### config.mk
export PLATFORM = sky130hd
export DESIGN_NAME = mftt_alu
export DESIGN_NICKNAME = d
export VERILOG_FILES = /design/src/rtl/mftt_pkg.sv /design/src/rtl/mftt_alu.sv
export SDC_FILE = /design/constraint.sdc
export NUM_CORES = 1
export LEC_CHECK = 0
export ABC_AREA = 1
export BUFFER_PORTS_ARGS = -buffer_cell sky130_fd_sc_hd__buf_2
export CORE_AREA = 3 3 70 72
export DETAILED_ROUTE_END_ITERATION = 8
export DIE_AREA = 0 0 73 75
export GPL_ROUTABILITY_DRIVEN = 1
export PLACE_DENSITY = 0.53
export SYNTH_ARGS = -nofsm -noshare
export SYNTH_HDL_FRONTEND = slang
export SYNTH_SLANG_ARGS = --single-unit
### constraint.sdc
create_clock -name vclk -period 2
set_clock_uncertainty 0.2 [all_clocks]
set_input_delay 0.1 -clock vclk [all_inputs]
set_output_delay 0.1 -clock vclk [all_outputs]
set_load 0.03 [all_outputs]
### src/rtl/mftt_pkg.sv
package mftt_pkg;

   // sizing of the count tables
   localparam int WORD_COUNT = 256;
   localparam int TAG_COUNT  = 32;
   localparam int COUNT_BITS = 16;

   // fixed field widths
   localparam int OP_BITS      = 2;
   localparam int WORD_ID_BITS = 8;
   localparam int TAG_ID_BITS  = 5;
   localparam int THR_BITS     = 16;

   localparam int WORD_BITS  = $clog2(WORD_COUNT);
   localparam int TAG_BITS   = $clog2(TAG_COUNT);
   localparam int PAIR_BITS  = WORD_BITS + TAG_BITS;
   localparam int PAIR_DEPTH = WORD_COUNT * (2 ** TAG_BITS);
   localparam int VOTE_BITS  = $clog2(WORD_COUNT + 1);
   localparam int BEST_BITS  = COUNT_BITS + TAG_BITS;

   localparam int MAG_A    = (COUNT_BITS > THR_BITS) ? COUNT_BITS : THR_BITS;
   localparam int MAG_BITS = (MAG_A > VOTE_BITS) ? MAG_A : VOTE_BITS;
   // extra low bits carry the inverted tag for the tie-break compare
   localparam int UNIT_W   = MAG_BITS + TAG_BITS;

   localparam logic [UNIT_W-1:0] COUNT_MAX = UNIT_W'((64'd1 << COUNT_BITS) - 64'd1);

   localparam logic [OP_BITS-1:0] OP_ADD     = 2'd0;
   localparam logic [OP_BITS-1:0] OP_LOOKUP  = 2'd1;
   localparam logic [OP_BITS-1:0] OP_UNKNOWN = 2'd2;

   typedef struct packed {
      logic [UNIT_W-1:0] a;
      logic [UNIT_W-1:0] b;
      logic              sat;
   } alu_req_type;

   typedef struct packed {
      logic              gt;
      logic [UNIT_W-1:0] inc;
   } alu_rsp_type;

endpackage

### src/rtl/mftt_alu.sv
module mftt_alu
   import mftt_pkg::*;
(
   input  alu_req_type alu_req,
   output alu_rsp_type alu_rsp
);

   always_comb begin
      alu_rsp.gt = (alu_req.a > alu_req.b);
      if (alu_req.sat && (alu_req.a == COUNT_MAX)) begin
         alu_rsp.inc = alu_req.a;
      end else begin
         alu_rsp.inc = alu_req.a + UNIT_W'(1);
      end
   end

endmodule

==> run_results.csv <==
group,metric,value,unit
placed_design,hpwl,3580,um
global_routing,grt_overflow_total,0,
global_routing,grt_max_degree,19,
status,status,"complete, no violations",
finish,diodes,0,
routing,wl_per_cell,11.2,um
global_routing,grt_pass1_wl,6430,um
placed_design,gp_congestion,0.833,
sta,slew_violations,0,
global_routing,grt_antenna_before_repair,0,
power_and_ir_drop,ir_drop,0.0833,mV
routing,drcViolationCount,0,
sta,min_period_over_period,93.0,%
logic_synthesis,syn_inst,233,
logic_synthesis,syn_area_per_cell,5.61,sq um
worst_setup_path,endpoint_kind,"output pin",
power_and_ir_drop,p_leak,1.05,nW
finish,drive_above_1_share,30.9,%
worst_hold_path,holdPathStages,3,
worst_setup_path,start_kind,"primary input",
die,die_area,5480,sq um
logic_synthesis,syn-num-nets,298,
sta,fin_crit,1860,ps
worst_setup_path,cp-startpoint,"alu_req[22]",
die,rows,24,
worst_setup_path,critical_path_class,"in2out",
finish,multiInputGateArea,1110,sq um
sta,setup_tns,0,ps
die,die_width,73,um
logic_synthesis,ys_types,23,
routing,dr.pass1.iters,4,
routing,first_iter_violations,49,
finish,clkbuf_count,0,
finish,regArea,0,sq um
sta,fmax,0.537,GHz
finish,nFillCells,499,
finish,design.seq.count,0,
routing,viasPerCell,4.49,
worst_setup_path,required,1700,ps
finish,instances_no_fill,353,
logic_synthesis,yosys_warnings,0,
sta,finalSetupViolations,0,
sta,slew_headroom,77.8,%
power_and_ir_drop,pwr_density_cell,189,nW/um^2
worst_setup_path,critPathMaxFanout,5,
die,core_area,4350,sq um
run,drv_cap,0,
finish,nNetsFinal,368,
global_routing,grt_pass1_vias,1463,
sta,tightest_slew,330,ps
die,pin_count,65,
sta,final-hold-violation-count,0,
sta,rsz0062_at_grt,"no",
die,die_y,75,um
worst_hold_path,min_from,"alu_req[40]",
routing,vias,1585,
logic_synthesis,ys_seq_area_share,0,%
routing,ant_nets,0,
global_routing,grtUsageTotal,14.6,%
cts,cts_resized,0,
die,initial_utilization,30.0,%
placed_design,numPortBuffers,65,
worst_hold_path,min_path_type,"in2out",
finish,synthToLayoutAreaGrowth,32.3,%
routing,wl,3950,um
placed_design,dp.cells,350,
logic_synthesis,synth_area,1310,sq um
worst_setup_path,worst_ep_arrival_time,1560,ps
## power breakdown
group	switching, mW	internal, mW	leakage, nW	total [mW]
Clock	0	0	0	0
Combinational	0.207	0.119	1.05	0.326
Sequential	0	0	0	0
## cell families after synthesis
logic type / Yosys count / synth area share, %
buf+inv: 50 / 14.9
simple gates: 142 / 54.8
compound gates: 13 / 5.17
fa+ha+maj: 22 / 21.1
xor+xnor: 6 / 4.02
## worst max-delay path, cell delays in order
cell and delay (ps):
buf_2 120, ha_1 220, nand3_2 110, buf_4 150
nor2_1 180, nand3_1 120, or2_2 300, nand3_2 70
buf_2 190
## synthesized netlist by cell type (all sizes together)
library cell	n	area share, %
buf	1	0.86
or2	6	2.9
nand3	23	13
a21oi	7	2.7
nand4	7	3.4
nor3	7	2.7
ha	22	21
inv	49	14
a21o	1	0.57
o21ai	5	1.9
nor4	1	1.6
xnor2	2	1.3
nand2	75	22
nand3b	2	1.1
xor2	4	2.7
nor2	21	8.0
## cell type report
class / count / share of cell area, %
inverters: 49 / 10.6
multi-input cells: 183 / 64.3
repair buffers: 69 / 21.3
well taps: 52 / 3.77
## per-layer routing
metal / global-route usage (%) / share of wire, % / wire, um
met1: 19.4 / 46 / 1800
met5: 0 / 0 / 0
met3: 0.935 / 7.1 / 279
met2: 27.1 / 47 / 1860
met4: 0.615 / 0.46 / 18
## through the flow
step                      total power [mW]  util [%]  area, sq um  hold WS [ps]  setup slack [ps]
final                                0.326      39.7         1730           410               139
after global routing                 0.370      39.7         1730           425              12.8
after CTS                            0.331      38.9         1690           409               135
after detailed placement             0.329      38.9         1690           408               142
after global placement               0.330      38.9         1690           413               176
after floorplan                      0.203         -         1310           176               167
## placed cells by master, fill, tap and decap left out
cell type | netlist | final
nand4_1 | 7 | 7
nand2_2 | 4 | 4
buf_12 | 0 | 1
nor2_4 | 3 | 3
xnor2_1 | 2 | 2
inv_2 | 1 | 1
a21o_1 | 1 | 1
nand3_2 | 8 | 8
nand3b_1 | 2 | 2
nand3_4 | 1 | 1
nand2_1 | 71 | 71
buf_2 | 0 | 65
nor2_1 | 17 | 17
nor3_1 | 7 | 7
buf_4 | 0 | 3
nand3_1 | 14 | 14
nor4_4 | 1 | 1
ha_1 | 22 | 22
nor2_2 | 1 | 1
a21oi_1 | 7 | 7
or2_2 | 5 | 5
or2_0 | 1 | 1
xor2_1 | 4 | 4
o21ai_0 | 5 | 5
inv_1 | 48 | 48
## worst paths after layout
| check | to | slack [ps] |
|---|---|---|
| min | alu_rsp[18] | 410 |
| max | alu_rsp[14] | 140 |
## timing repair
action,4_1_cts,5_1_grt
buffers inserted,0,3
endpoints found under the setup margin,0,1
hold buffers,0,0
Note: power is estimated with default switching activity, not from simulation.
