### src/rtl/mftt_ram.sv
module mftt_ram #(
   parameter int WIDTH = 8,
   parameter int DEPTH = 256
) (
   input  logic                     clock,
   input  logic                     wr_en,
   input  logic [$clog2(DEPTH)-1:0] wr_addr,
   input  logic [WIDTH-1:0]         wr_data,
   input  logic                     rd_en,
   input  logic [$clog2(DEPTH)-1:0] rd_addr,
   output logic [WIDTH-1:0]         rd_data
);

   logic [WIDTH-1:0] mem_ff [DEPTH];
   logic [WIDTH-1:0] rd_data_ff;

   always_ff @(posedge clock) begin
      if (wr_en) begin
         mem_ff[wr_addr] <= wr_data;
      end
      if (rd_en) begin
         rd_data_ff <= mem_ff[rd_addr];
      end
   end

   assign rd_data = rd_data_ff;

endmodule

### config.mk
export PLATFORM = sky130hd
export DESIGN_NAME = mftt_ram
export DESIGN_NICKNAME = d
export VERILOG_FILES = /design/src/rtl/mftt_ram.sv
export SDC_FILE = /design/constraint.sdc
export NUM_CORES = 2
export LEC_CHECK = 0
export BUFFER_PORTS_ARGS = -buffer_cell sky130_fd_sc_hd__buf_2
export CAP_MARGIN = 10
export CORE_UTILIZATION = 35
export DETAILED_ROUTE_END_ITERATION = 7
export GPL_TIMING_DRIVEN = 0
export SYNTH_ARGS = -nofsm -noshare
export SYNTH_HDL_FRONTEND = slang
export SYNTH_SLANG_ARGS = --single-unit
### constraint.sdc
create_clock -name clock -period 3 [get_ports clock]
set_input_delay 0.3 -clock clock [delete_from_list [all_inputs] [get_ports clock]]
set_output_delay 0.3 -clock clock [all_outputs]
set_load 0.01 [all_outputs]
==> reports/summary.json <==
{
  "numCtsBuffers": 206,
  "setup_repair_after_global_routing_missed_its_margin": "true",
  "synth_compound_gate_area_share": 0.03416,
  "path_cells": "buf_2 > buf_4 > buf_4 > buf_2 > mux4_2 > nor2_1 > a2111oi_2 > nor3_2 > nor4_2",
  "routed_via_density": 5.760,
  "port_buffers": 27,
  "fin_util": 0.4042,
  "worstMarginPinSlew_ns": 1.229,
  "cp_data_required_time_ns": 3.53,
  "dr_total_vias": 41290,
  "violations": "negative setup slack",
  "clock_latency_ns": 0.86,
  "antenna_violations_before_repair": 19,
  "synth_sequential_area_ratio": 0.7753,
  "gp_routability_congestion": 0.9231,
  "p_leak_nw": 27.78,
  "filler_cell_count": 19890,
  "dpl_worst_slack_ns": -2.265,
  "pwr_density_cell_mw_per_mm2": 662.3,
  "largest_net_degree_at_the_start_of_global_routing": 145,
  "grtUsageTotal": 0.2099,
  "status": "finished with violations",
  "critical-path-max-stage-delay_ns": 0.73,
  "grt.overflow.total": 0,
  "max_slew_margin": 0.1779,
  "setup.worst_path.start_class": "input pin",
  "hp-start": "wr_data[5]",
  "synth.area.mux_share": 0.1460,
  "placedInstanceArea_mm2": 0.08405,
  "timing.final.crit_share": 1.053,
  "fraction_of_layout_instances_using_a_drive_strength_above_1": 0.2409,
  "ios": 35,
  "finalWorstSetupSlack_ns": -0.1586,
  "drtAntennaViolNets": 0,
  "core_footprint_mm2": 0.2255,
  "layout_min_cycle_time_ns": 3.159,
  "global_route_wire_length_before_repair_um": 331600,
  "max_cap_violations": 0,
  "maxClockFrequency_mhz": 316.6,
  "area.growth.synth_to_final_pct": 14.49,
  "drt_first_pass_iters": 6,
  "hold_path.class": "in2reg",
  "syn-instance-count": 3733,
  "fin_setup_tns_ns": -3.828,
  "dieArea_mm2": 0.2294,
  "post_synth.cell_area_avg_um2": 21.33,
  "vdd.ir_drop.worst_mv": 0.5137,
  "synth_top_family_by_area": "multiplexers",
  "dp_cells": 6771,
  "cts_num_sinks": 2056,
  "cts.clk_slew.worst_paths_ns": 0.06,
  "timing_max_transition_violations_final": 0,
  "die_h_um": 479.0,
  "worst_hold_slack_ns": 0.004002,
  "finalNonFillerCells": 7169,
  "setup_violations": 70,
  "worstSetupStartpoint": "rd_addr[1]",
  "cp_data_arrival_time_ns": 3.69,
  "synth-main-ff-cell": "sky130_fd_sc_hd__edfxtp_1",
  "endpoint_kind": "flop",
  "cell_area_after_layout_mm2": 0.09117,
  "routed_wl_um": 243800,
  "drt-wirelength-per-cell_um": 34.00,
  "critical-path-top-delay-family": "buffers and inverters",
  "final-hold-violation-count": 0,
  "synth-warning-count": 0,
  "die_x_um": 479.0,
  "clockRootBuffer": "sky130_fd_sc_hd__clkbuf_16",
  "deepest_clock_path_buffer_count": 3,
  "synth_edf_count": 2056,
  "critical_path.n_buffers_inverters": 4,
  "detail_route.drc_violations": 0,
  "dp.final_hpwl_um": 161000,
  "grt_pass1_vias": 40430,
  "worst-path-max-fanout": 10,
  "drt-initial-drc-count": 6574,
  "rows": 174,
  "nNetsFinal": 4020,
  "syn_nets": 3760,
  "worstSetupPathType": "in2reg",
  "synthDistinctLibCells": 54,
  "ys_seq_elements": 2056,
  "power_total_mw": 60.39,
  "post_synth_simple_gate_area": 0.02625,
  "cts-htree-levels": 4,
  "yosys.area_share.adder": 0,
  "cts_tree": "done",
  "synthesis.area_mm2": 0.07964,
  "synth_xor_xnor_area_share": 0,
  "postSynth.asyncResetShare": 0,
  "initial_standard_cell_utilization_of_the_core": 0.3531,
  "critPathSlowestCell": "sky130_fd_sc_hd__nor4_2",
  "clock_skew_ns": 0.02893,
  "critical_path.reg2reg.startpoint": "mem_ff[83][6]$_DFFE_PP_"
}
## metal layers
layer | vias to the layer above | track usage | routed length [µm]
met5 | - | 0.003107 | 131
met4 | 6 | 0.08254 | 10260
met3 | 460 | 0.05616 | 27180
met2 | 2485 | 0.3250 | 113000
met1 | 22070 | 0.2815 | 93190
li1 | 16270 | - | -
## Yosys cell counts, types with 5 or more instances
master,instances,share of area
sky130_fd_sc_hd__mux2i_1,134,0.017
sky130_fd_sc_hd__a22o_1,8,0.00088
sky130_fd_sc_hd__nand2b_1,8,0.00063
sky130_fd_sc_hd__a221oi_1,13,0.0014
sky130_fd_sc_hd__buf_8,13,0.0025
sky130_fd_sc_hd__nand2_1,33,0.0016
sky130_fd_sc_hd__nor2b_1,31,0.0024
sky130_fd_sc_hd__buf_6,21,0.0030
sky130_fd_sc_hd__nand3_1,34,0.0021
sky130_fd_sc_hd__clkbuf_1,111,0.0052
sky130_fd_sc_hd__a22oi_1,133,0.013
sky130_fd_sc_hd__buf_1,22,0.0010
sky130_fd_sc_hd__nor2_1,282,0.013
sky130_fd_sc_hd__nor4_1,24,0.0019
sky130_fd_sc_hd__o22ai_1,28,0.0022
sky130_fd_sc_hd__o21ai_0,10,0.00063
sky130_fd_sc_hd__o211ai_1,10,0.00094
sky130_fd_sc_hd__a21oi_1,96,0.0060
sky130_fd_sc_hd__o22a_1,5,0.00055
sky130_fd_sc_hd__o221ai_1,46,0.0051
sky130_fd_sc_hd__mux4_2,454,0.13
sky130_fd_sc_hd__buf_12,8,0.0020
sky130_fd_sc_hd__nand4_1,10,0.00079
sky130_fd_sc_hd__buf_2,31,0.0019
sky130_fd_sc_hd__buf_4,27,0.0025
sky130_fd_sc_hd__a211oi_1,16,0.0015
sky130_fd_sc_hd__edfxtp_1,2056,0.78
sky130_fd_sc_hd__nor3_1,22,0.0014
sky130_fd_sc_hd__and2_1,6,0.00047
## final timing paths
| check | slack (ns) | cells after the start | to |
|---|---|---|---|
| min | 0.004 | 1 | mem_ff[190][5]$_DFFE_PP_ |
| min reg2reg | 1.37 | 6 | rd_data[3]$_DFFE_PP_ |
| max reg2reg | 0.08 | 6 | rd_data[6]$_DFFE_PP_ |
| max | -0.16 | 9 | rd_data[7]$_DFFE_PP_ |
## cells by family after synthesis
| family | count (synthesis) |
|---|---|
| AOI/OAI and AO/OA | 385 |
| buffers and inverters | 235 |
| DFF | 2056 |
| muxes | 591 |
| and+or+nand+nor | 466 |
## cell type report
class	count	area (µm²)	area share
flip-flops and latches	2056	61740	0.6772
inverters	2	7.507	0.00008234
clock inverters	131	1181	0.01295
clock buffers	251	5345	0.05863
repair buffers	53	689.4	0.007561
multi-input cells	1442	16830	0.1846
well taps	2992	3744	0.04106
diodes	10	25.02	0.0002745
plain buffers	232	1615	0.01772
## state kept, by name, summed over array words and instances (netlist names)
name and cells:
mem_ff 2048, rd_data 8
## worst register-to-register path, stage by stage, from the launching register on
cell                       delay (ns)
sky130_fd_sc_hd__edfxtp_1        0.36
sky130_fd_sc_hd__mux4_2          0.49
sky130_fd_sc_hd__a22o_1          0.28
sky130_fd_sc_hd__a221oi_2        0.63
sky130_fd_sc_hd__o32ai_2         0.28
sky130_fd_sc_hd__nor3_1          0.41
sky130_fd_sc_hd__nor4_2          0.18
## timing repair
action,CTS,global route
setup endpoints to repair,8,40
hold buffers,5,0
gates cloned,0,0
endpoints found under the hold margin,71,0
pin swaps,1,2
gates resized for setup,121,28
setup buffers,0,2
## power breakdown
group | switching, mW | internal (mW) | total (mW) | leakage [nW]
Clock | 11.2 | 14.0 | 25.2 | 3.16
Sequential | 0.0159 | 31.7 | 31.7 | 18.5
Combinational | 2.42 | 1.07 | 3.49 | 6.13
Total | 13.6 | 46.8 | 60.4 | 27.8
## placed cells by master (no fill, tap or decap), types with 33 or more instances in the layout
cell                        count
sky130_fd_sc_hd__edfxtp_1    2056
sky130_fd_sc_hd__mux4_2       454
sky130_fd_sc_hd__nor2_1       276
sky130_fd_sc_hd__clkbuf_16    207
sky130_fd_sc_hd__mux2i_1      134
sky130_fd_sc_hd__a22oi_1      132
sky130_fd_sc_hd__clkbuf_1      98
sky130_fd_sc_hd__a21oi_1       95
sky130_fd_sc_hd__clkinv_1      60
sky130_fd_sc_hd__buf_2         48
sky130_fd_sc_hd__clkbuf_2      47
sky130_fd_sc_hd__o221ai_1      46
sky130_fd_sc_hd__buf_4         34
sky130_fd_sc_hd__clkinv_2      34
sky130_fd_sc_hd__nand2_1       33
sky130_fd_sc_hd__nand3_1       33
Note: power is estimated with default switching activity, not from simulation.
